<file path="src/design/mkld_pkg.sv">
// ----------------------------------------------------------------------------
// mkld_pkg
// Shared types, widths and letter code tables of the Morse key letter decoder.
// ----------------------------------------------------------------------------
package mkld_pkg;

  localparam int COUNT_BITS  = 16;
  localparam int MAX_SYMBOLS = 4;
  localparam int SYM_IDX_W   = (MAX_SYMBOLS > 1) ? $clog2(MAX_SYMBOLS) : 1;
  localparam int SYM_CNT_W   = $clog2(MAX_SYMBOLS + 1);
  localparam int LIMIT_W     = 16;
  localparam int LETTERS     = 26;
  localparam int LETTER_W    = 5;
  localparam int SEG_W       = 7;
  localparam int CFG_IDX_W   = 2;

  localparam logic [SEG_W-1:0] ALL_SEGMENTS = '1;
  localparam logic [SEG_W-1:0] NO_SEGMENTS  = '0;

  typedef enum logic [1:0] {
    KIND_LETTER  = 2'd0,
    KIND_NOMATCH = 2'd1,
    KIND_TOOLONG = 2'd2
  } kind_t;

  typedef enum logic [CFG_IDX_W-1:0] {
    REG_DOT_LIMIT  = 2'd0,
    REG_DASH_LIMIT = 2'd1,
    REG_GAP_LIMIT  = 2'd2
  } cfg_reg_t;

  localparam logic [LIMIT_W-1:0] DOT_LIMIT_RST  = 16'd250;
  localparam logic [LIMIT_W-1:0] DASH_LIMIT_RST = 16'd700;
  localparam logic [LIMIT_W-1:0] GAP_LIMIT_RST  = 16'd700;

  // Stored symbols of the letter being keyed
  typedef struct packed {
    logic                   too_many;
    logic [SYM_CNT_W-1:0]   count;
    logic [MAX_SYMBOLS-1:0] bits;
  } symbols_t;

  typedef struct packed {
    kind_t               kind;
    logic [LETTER_W-1:0] letter_index;
    logic [SEG_W-1:0]    segments;
  } result_t;

  // Code length, dash bits (bit i is symbol i, 1 is a dash), segment pattern
  localparam logic [2:0] CODE_LEN [LETTERS] = '{
    3'd2, 3'd4, 3'd4, 3'd3, 3'd1, 3'd4, 3'd3, 3'd4, 3'd2, 3'd4, 3'd3, 3'd4, 3'd2,
    3'd2, 3'd3, 3'd4, 3'd4, 3'd3, 3'd3, 3'd1, 3'd3, 3'd4, 3'd3, 3'd4, 3'd4, 3'd4
  };
  localparam logic [3:0] CODE_DASH [LETTERS] = '{
    4'd2, 4'd1, 4'd5, 4'd1, 4'd0, 4'd4, 4'd3, 4'd0, 4'd0, 4'd14, 4'd5, 4'd2, 4'd3,
    4'd1, 4'd7, 4'd6, 4'd11, 4'd2, 4'd0, 4'd1, 4'd4, 4'd8, 4'd6, 4'd9, 4'd13, 4'd3
  };
  localparam logic [SEG_W-1:0] SEG_TABLE [LETTERS] = '{
    7'h77, 7'h7C, 7'h39, 7'h5E, 7'h79, 7'h71, 7'h6F, 7'h76, 7'h30, 7'h1E, 7'h76,
    7'h38, 7'h15, 7'h54, 7'h3F, 7'h73, 7'h67, 7'h50, 7'h6D, 7'h78, 7'h3E, 7'h1C,
    7'h2A, 7'h76, 7'h6E, 7'h5B
  };

endpackage

</file>
<file path="src/design/mkld_letter_match.sv">
// ----------------------------------------------------------------------------
// mkld_letter_match
// Matches the stored symbols against the letter codes; gives the letter index
// and its seven-segment pattern, or no-match with all segments lit.
// ----------------------------------------------------------------------------
module mkld_letter_match (
  input  mkld_pkg::symbols_t sym,
  output mkld_pkg::result_t  res
);
  import mkld_pkg::*;

  logic [LETTERS-1:0] hit;

  // Codes are unique, so at most one hit is set; no code is empty
  always_comb begin
    for (int i = 0; i < LETTERS; i++) begin
      hit[i] = !sym.too_many &&
               (int'(sym.count) == int'(CODE_LEN[i])) &&
               (int'(sym.bits) == int'(CODE_DASH[i]));
    end
  end

  always_comb begin
    res.kind         = KIND_NOMATCH;
    res.letter_index = '0;
    res.segments     = ALL_SEGMENTS;
    for (int i = 0; i < LETTERS; i++) begin
      if (hit[i]) begin
        res.kind         = KIND_LETTER;
        res.letter_index = LETTER_W'(i);
        res.segments     = SEG_TABLE[i];
      end
    end
  end

endmodule

</file>
<file path="src/design/morse_key_letter_decoder_top.sv">
// ----------------------------------------------------------------------------
// morse_key_letter_decoder_top
// Times key presses and gaps, collects dots and dashes, decodes letters.
// ----------------------------------------------------------------------------
// Each input transfer is one millisecond tick carrying the key level. A press
// shorter than dot_limit ticks is a dot, shorter than dash_limit a dash, and
// a longer one gives a too-long result at once. When more than gap_limit
// released ticks follow a press, the stored symbols are decoded into a letter
// index and segment pattern, or into no-match with all segments lit. Most
// ticks give no result; a tick gives at most one.
// The input register takes one tick every cycle while it is not stalled; the
// tick is processed into the result register when it advances, so a result
// is offered from the result register and can transfer when out_stall is low.
// Throughput is one tick per cycle while no stalled result waits, set by the
// single pass of counter update and letter match between the two registers.
// When the receiver stalls with a result waiting, the tick held in the input
// register waits and in_stall rises; ticks that give no result still wait.
// Reset clears counters, symbols and both valid flags and loads the default
// limits (250, 700, 700). cfg_we writes a limit at once; other indexes are
// ignored.
// ----------------------------------------------------------------------------
module morse_key_letter_decoder_top (
  input  logic                           clk,
  input  logic                           rst_n,
  input  logic                           in_valid,
  output logic                           in_stall,
  input  logic                           in_key_down,
  output logic                           out_valid,
  input  logic                           out_stall,
  output mkld_pkg::kind_t                out_result_kind,
  output logic [mkld_pkg::LETTER_W-1:0]  out_letter_index,
  output logic [mkld_pkg::SEG_W-1:0]     out_segments,
  input  logic                           cfg_we,
  input  logic [mkld_pkg::CFG_IDX_W-1:0] cfg_index,
  input  logic [mkld_pkg::LIMIT_W-1:0]   cfg_wdata
);
  import mkld_pkg::*;

  localparam logic [COUNT_BITS-1:0] COUNT_MAX = '1;
  localparam logic [COUNT_BITS-1:0] COUNT_ONE = COUNT_BITS'(1);

  logic [LIMIT_W-1:0] dot_limit_r, dash_limit_r, gap_limit_r;

  logic               s0_vld_r, s0_vld_nxt;
  logic               s0_key_r;
  logic               advance;

  logic [COUNT_BITS-1:0] press_ticks_r, press_ticks_nxt;
  logic [COUNT_BITS-1:0] gap_ticks_r, gap_ticks_nxt;
  symbols_t              sym_r, sym_nxt;
  logic                  letter_pending_r, letter_pending_nxt;
  logic                  key_was_down_r;

  result_t               match_res;
  result_t               res_nxt;
  logic                  fire;
  logic                  decode_fire;

  logic                  out_valid_r, out_valid_nxt;
  result_t               out_res_r;

  // --------------------------------------------------------------------------
  // Configuration
  // --------------------------------------------------------------------------
  always_ff @(posedge clk) begin
    if (!rst_n) begin
      dot_limit_r  <= DOT_LIMIT_RST;
      dash_limit_r <= DASH_LIMIT_RST;
      gap_limit_r  <= GAP_LIMIT_RST;
    end else if (cfg_we) begin
      unique case (cfg_reg_t'(cfg_index))
        REG_DOT_LIMIT:  dot_limit_r  <= cfg_wdata;
        REG_DASH_LIMIT: dash_limit_r <= cfg_wdata;
        REG_GAP_LIMIT:  gap_limit_r  <= cfg_wdata;
        default: ;
      endcase
    end
  end

  // --------------------------------------------------------------------------
  // Input register
  // --------------------------------------------------------------------------
  assign advance  = s0_vld_r && (!out_valid_r || !out_stall);
  assign in_stall = s0_vld_r && !advance;

  always_comb begin
    s0_vld_nxt = s0_vld_r;
    if (in_valid && !in_stall) begin
      s0_vld_nxt = 1'b1;
    end else if (advance) begin
      s0_vld_nxt = 1'b0;
    end
  end

  always_ff @(posedge clk) begin
    if (!rst_n) begin
      s0_vld_r <= 1'b0;
    end else begin
      s0_vld_r <= s0_vld_nxt;
    end
  end

  always_ff @(posedge clk) begin
    if (in_valid && !in_stall) begin
      s0_key_r <= in_key_down;
    end
  end

  // --------------------------------------------------------------------------
  // Tick processing
  // --------------------------------------------------------------------------
  mkld_letter_match u_match (
    .sym (sym_r),
    .res (match_res)
  );

  always_comb begin
    press_ticks_nxt    = press_ticks_r;
    gap_ticks_nxt      = gap_ticks_r;
    sym_nxt            = sym_r;
    letter_pending_nxt = letter_pending_r;
    res_nxt            = match_res;
    fire               = 1'b0;
    decode_fire        = 1'b0;

    if (s0_key_r) begin
      if (!key_was_down_r) begin
        press_ticks_nxt = COUNT_ONE;
      end else if (press_ticks_r != COUNT_MAX) begin
        press_ticks_nxt = press_ticks_r + COUNT_ONE;
      end
      gap_ticks_nxt = '0;
    end else if (key_was_down_r) begin
      // release tick: classify the press
      gap_ticks_nxt      = COUNT_ONE;
      letter_pending_nxt = 1'b1;
      priority if (press_ticks_r < COUNT_BITS'(dot_limit_r) ||
                   press_ticks_r < COUNT_BITS'(dash_limit_r)) begin
        if (sym_r.count >= SYM_CNT_W'(MAX_SYMBOLS)) begin
          sym_nxt.too_many = 1'b1;
        end else begin
          sym_nxt.bits[sym_r.count[SYM_IDX_W-1:0]] =
            !(press_ticks_r < COUNT_BITS'(dot_limit_r));
          sym_nxt.count = sym_r.count + SYM_CNT_W'(1);
        end
      end else begin
        fire                 = 1'b1;
        res_nxt.kind         = KIND_TOOLONG;
        res_nxt.letter_index = '0;
        res_nxt.segments     = NO_SEGMENTS;
      end
    end else begin
      if (gap_ticks_r != COUNT_MAX) begin
        gap_ticks_nxt = gap_ticks_r + COUNT_ONE;
      end
      if (letter_pending_r && gap_ticks_nxt > COUNT_BITS'(gap_limit_r)) begin
        fire               = 1'b1;
        decode_fire        = 1'b1;
        letter_pending_nxt = 1'b0;
        sym_nxt            = '0;
      end
    end
  end

  always_ff @(posedge clk) begin
    if (!rst_n) begin
      press_ticks_r    <= '0;
      gap_ticks_r      <= '0;
      sym_r            <= '0;
      letter_pending_r <= 1'b0;
      key_was_down_r   <= 1'b0;
    end else if (advance) begin
      press_ticks_r    <= press_ticks_nxt;
      gap_ticks_r      <= gap_ticks_nxt;
      sym_r            <= sym_nxt;
      letter_pending_r <= letter_pending_nxt;
      key_was_down_r   <= s0_key_r;
    end
  end

  // --------------------------------------------------------------------------
  // Result register
  // --------------------------------------------------------------------------
  always_comb begin
    out_valid_nxt = out_valid_r;
    if (advance && fire) begin
      out_valid_nxt = 1'b1;
    end else if (out_valid_r && !out_stall) begin
      out_valid_nxt = 1'b0;
    end
  end

  always_ff @(posedge clk) begin
    if (!rst_n) begin
      out_valid_r <= 1'b0;
    end else begin
      out_valid_r <= out_valid_nxt;
    end
  end

  always_ff @(posedge clk) begin
    if (advance && fire) begin
      out_res_r <= res_nxt;
    end
  end

  assign out_valid        = out_valid_r;
  assign out_result_kind  = out_res_r.kind;
  assign out_letter_index = out_res_r.letter_index;
  assign out_segments     = out_res_r.segments;

  // --------------------------------------------------------------------------
  // Assertions
  // --------------------------------------------------------------------------
  a_count_bound: assert property (@(posedge clk) disable iff (!rst_n)
    sym_r.count <= SYM_CNT_W'(MAX_SYMBOLS))
    else $error("symbol count beyond limit");

  a_too_many_full: assert property (@(posedge clk) disable iff (!rst_n)
    sym_r.too_many |-> sym_r.count == SYM_CNT_W'(MAX_SYMBOLS))
    else $error("overflow flagged with free symbol slots");

  a_decode_clears: assert property (@(posedge clk) disable iff (!rst_n)
    (advance && decode_fire) |=> (sym_r == '0) && !letter_pending_r)
    else $error("symbols not cleared after decode");

  a_press_counted: assert property (@(posedge clk) disable iff (!rst_n)
    key_was_down_r |-> press_ticks_r != '0)
    else $error("press held with zero tick count");

  a_letter_range: assert property (@(posedge clk) disable iff (!rst_n)
    (out_valid_r && out_res_r.kind == KIND_LETTER) |->
      out_res_r.letter_index < LETTER_W'(LETTERS))
    else $error("letter index out of range");

endmodule
</file>
<file path="config.mk">
export PLATFORM = sky130hd
export DESIGN_NAME = morse_key_letter_decoder_top
export DESIGN_NICKNAME = d
export VERILOG_FILES = /design/src/design/mkld_pkg.sv /design/src/design/mkld_letter_match.sv /design/src/design/morse_key_letter_decoder_top.sv
export SDC_FILE = /design/constraint.sdc
export NUM_CORES = 1
export LEC_CHECK = 0
export BUFFER_PORTS_ARGS = -buffer_cell sky130_fd_sc_hd__buf_2
export CAP_MARGIN = 10
export CORE_MARGIN = 2
export CORE_UTILIZATION = 50
export DETAILED_ROUTE_END_ITERATION = 12
export MAX_ROUTING_LAYER = met4
export PLACE_DENSITY = 0.71
export REMOVE_ABC_BUFFERS = 1
export SLEW_MARGIN = 30
export SYNTH_ARGS = -nofsm -noshare
export SYNTH_HDL_FRONTEND = slang
export SYNTH_SLANG_ARGS = --single-unit
</file>
<file path="constraint.sdc">
create_clock -name clk -period 5.7 [get_ports clk]
set_input_delay 0.57 -clock clk [delete_from_list [all_inputs] [get_ports clk]]
set_output_delay 0.57 -clock clk [all_outputs]
set_load 0.01 [all_outputs]
</file>
==> impl_metrics.ini <==
[outcome]
outcome = completed

[synth]
ys_seq_area_share_pct = 34.8
ys.flop_type = dfxtp_1
syn_area_um2 = 6580
synth_seq_cells = 107
synth_warnings = 0
netlist-cell-type-count = 81
syn_inst = 815
synth_edf_count = 15
avgSynthCellArea_um2 = 8.07
async_flop_share_pct = 0

[setup_path]
regToRegSetupSlack_ns = 1.01
startpoint_type = register
required_ns = 5.68
end_kind = register
regToRegStartpoint = gap_ticks_r[0]$_SDFFE_PN0P_
path_max_fanout = 15
worstSetupPathType = register to register
worst_r2r_endpoint = out_letter_index[2]$_DFFE_PP_
critPathArrivalTime_ns = 4.66
reg2reg_depth = 13

[route]
wl_um = 15800
wl_per_cell_um = 15.7
drcViolationCount = 0
num_vias = 5904
ant_nets = 0
drt_iter0_markers = 427
vias_per_cell = 5.87
dr.pass1.iters = 5

[global_routing]
grt_pass1_vias = 5683
grt_first_pass_wirelength_um = 26900
antenna_found_initial = 0
grt_usage_pct = 24.0
grt_start_max_net_pins = 44
grt_overflow_total = 0

[floorplan]
die_y_um = 119
die_area_um2 = 14100
rows = 41
ios = 40
die_w_um = 119
core_um2 = 12700
initial_core_util_pct = 51.7

[min_path]
min_delay_worst_endpoint = s0_key_r$_DFFE_PP_
hold_depth = 1
hold_start = in_key_down
hp-class = input pin to register

[run]
cap_violations = 0

[power]
irDropWorstVdd_uv = 182
switching_share_pct = 23.1
power.internal_mw = 1.18
p_switching_mw = 0.355
power_frac_seq_pct = 51.3
combPwrFrac_pct = 6.5
pwr-share-clk_pct = 42.2
power.leakage_nw = 2.86
power_density_nw_per_um2 = 215

[placed_design]
port_buffers = 39
place_area_um2 = 6830
hpwl_um = 11800
gp_congestion = 0.935

[sta]
finalSetupViolations = 0
hold_viol_final = 0
drv_slew = 0
fin_skew_ns = 0.00871
grt_setup_unrepaired = false
max_freq_mhz = 213
setup_tns_ns = 0
fin_crit_ns = 4.69
relSlewSlack_pct = 41.7
worst_slew_pin_slew_ns = 0.874
fin_crit_sh_pct = 82.2

[clock_network]
max-clock-path-buffers = 2
postCtsHoldBufs = 0
post_cts_buffers = 0
ctsHtreeMaxLevel = 3
path_clk_slew_ns = 0.07
cts_buffers = 9
cts-root-buf = clkbuf_16
clock_sinks = 107
cts_tree = done
clk_latency_ns = 0.35
cts_resized = 0

[layout]
drive_gt1_share_pct = 10.8
layout-area-overhead-vs-synth_pct = 8.65
layout_common_cells = nand2_1, dfxtp_1, a21oi_1
diodes = 0
final_common_cell = nand2_1
nets = 905
fin_area_um2 = 7150
## critical path: stages, from the launching register on
cell	delay, ns
dfxtp_1	0.43
ha_1	0.22
nand2_1	0.17
nor4_1	0.24
nand3_1	0.41
nand2b_1	0.39
nor2_1	0.12
xor2_1	0.16
ha_1	0.33
nand4_1	0.15
a2111oi_0	0.47
o31ai_1	0.17
nand2_1	0.33
a21boi_2	0.71
## synthesized netlist by cell type, types with 4 or more instances
master    number  area, um^2
a22oi_1        5        37.5
xnor2_1        7        61.3
and3_1        10        62.6
ha_1          53         663
a32o_1         4        40.0
a211oi_1       5        37.5
xor2_1        16         140
nand4_1       15        93.8
buf_2         12        60.1
a31oi_1        8        50.1
a21oi_1       84         420
a311oi_1       4        35.0
clkbuf_1      20        75.1
dfxtp_1       92        1840
and3b_1        4        35.0
and4_1         4        35.0
nor4_1         5        31.3
nand2_1      133         499
a21o_1         4        30.0
inv_1         52         195
o211ai_1      23         173
o21a_1         7        52.6
nand2b_1       7        43.8
o21ai_0       25         125
o21ai_1        5        25.0
nor2_1        59         221
nand3_1       22         110
edfxtp_1      15         450
nor2b_1        6        37.5
nor3_1        28         140
## state kept, by name, summed over array words and instances, names as in the netlist
register,flops
dash_limit_r,16
letter_pending_r,1
gap_limit_r,16
out_letter_index,5
s0_vld_r,1
s0_key_r,1
out_valid,1
sym_r,8
out_result_kind,2
out_segments,7
key_was_down_r,1
dot_limit_r,16
gap_ticks_r,16
press_ticks_r,16
## layer usage
layer  track usage, %  vias up  part of all wire [%]  routed length [um]
met5                -        -                     0                   0
met3             3.81       33                   3.2                 512
met4             9.00        0                   2.3                 370
met2             40.5      149                    50                7840
met1             28.9     2787                    45                7070
li1                 -     2935                     -                   -
## stage by stage
stage / setup WS, ns / instances / hold slack (ns) / utilization [%] / total power [mW]
6_report: 1.01 / 1005 / 0.403 / 56.2 / 1.54
5_1_grt: 0.543 / 1005 / 0.386 / 56.2 / 1.60
4_1_cts: 1.09 / 1005 / 0.393 / 56.2 / 1.55
3_5_place_dp: 1.09 / 989 / 0.449 / 53.7 / 0.905
3_3_place_gp: 1.37 / 989 / 0.444 / 53.7 / 0.901
2_1_floorplan: 1.90 / 773 / 0.431 / - / 0.863
## power groups by stage
stage / logic, mW / registers, mW / clock network (mW)
2_1_floorplan: 0.0602 / 0.803 / 0
3_3_place_gp: 0.0958 / 0.805 / 0
3_5_place_dp: 0.0995 / 0.806 / 0
4_1_cts: 0.0999 / 0.789 / 0.664
5_1_grt: 0.114 / 0.790 / 0.697
6_report: 0.100 / 0.789 / 0.648
## cell type report
class                           count  area (um^2)
Tap cell                          172          215
Clock inverter                      4         56.3
Multi-Input combinational cell    612         3890
Clock buffer                       12          256
Sequential cell                   107         2290
Timing Repair Buffer               44          233
Fill cell                        1211         5570
Inverter                           54          203
## cell families after synthesis
kind of cell / Yosys count / synth area share (%)
xor gates and xnor gates: 23 / 3.06
adders and majority gates: 53 / 10.1
DFF: 107 / 34.8
and+or+nand+nor: 320 / 24.1
AOI/OAI and AO/OA: 213 / 21.2
muxes: 3 / 0.532
buffers and inverters: 96 / 6.20
## how the worst max path moves through the flow
stage / start / to / slack, ns / cells past startpoint
final: gap_ticks_r[0]$_SDFFE_PN0P_ / out_letter_index[2]$_DFFE_PP_ / 1.01 / 13
after global routing: gap_ticks_r[0]$_SDFFE_PN0P_ / out_letter_index[1]$_DFFE_PP_ / 0.54 / 13
after CTS: gap_ticks_r[0]$_SDFFE_PN0P_ / out_result_kind[1]$_SDFFCE_PP0P_ / 1.09 / 13
after detailed placement: gap_ticks_r[0]$_SDFFE_PN0P_ / out_segments[1]$_DFFE_PP_ / 1.09 / 13
after global placement: gap_ticks_r[3]$_SDFFE_PN0P_ / out_segments[1]$_DFFE_PP_ / 1.37 / 12
after floorplan: gap_ticks_r[3]$_SDFFE_PN0P_ / out_letter_index[0]$_DFFE_PP_ / 1.90 / 12
No activity file was read; power rests on OpenSTA's default activity.
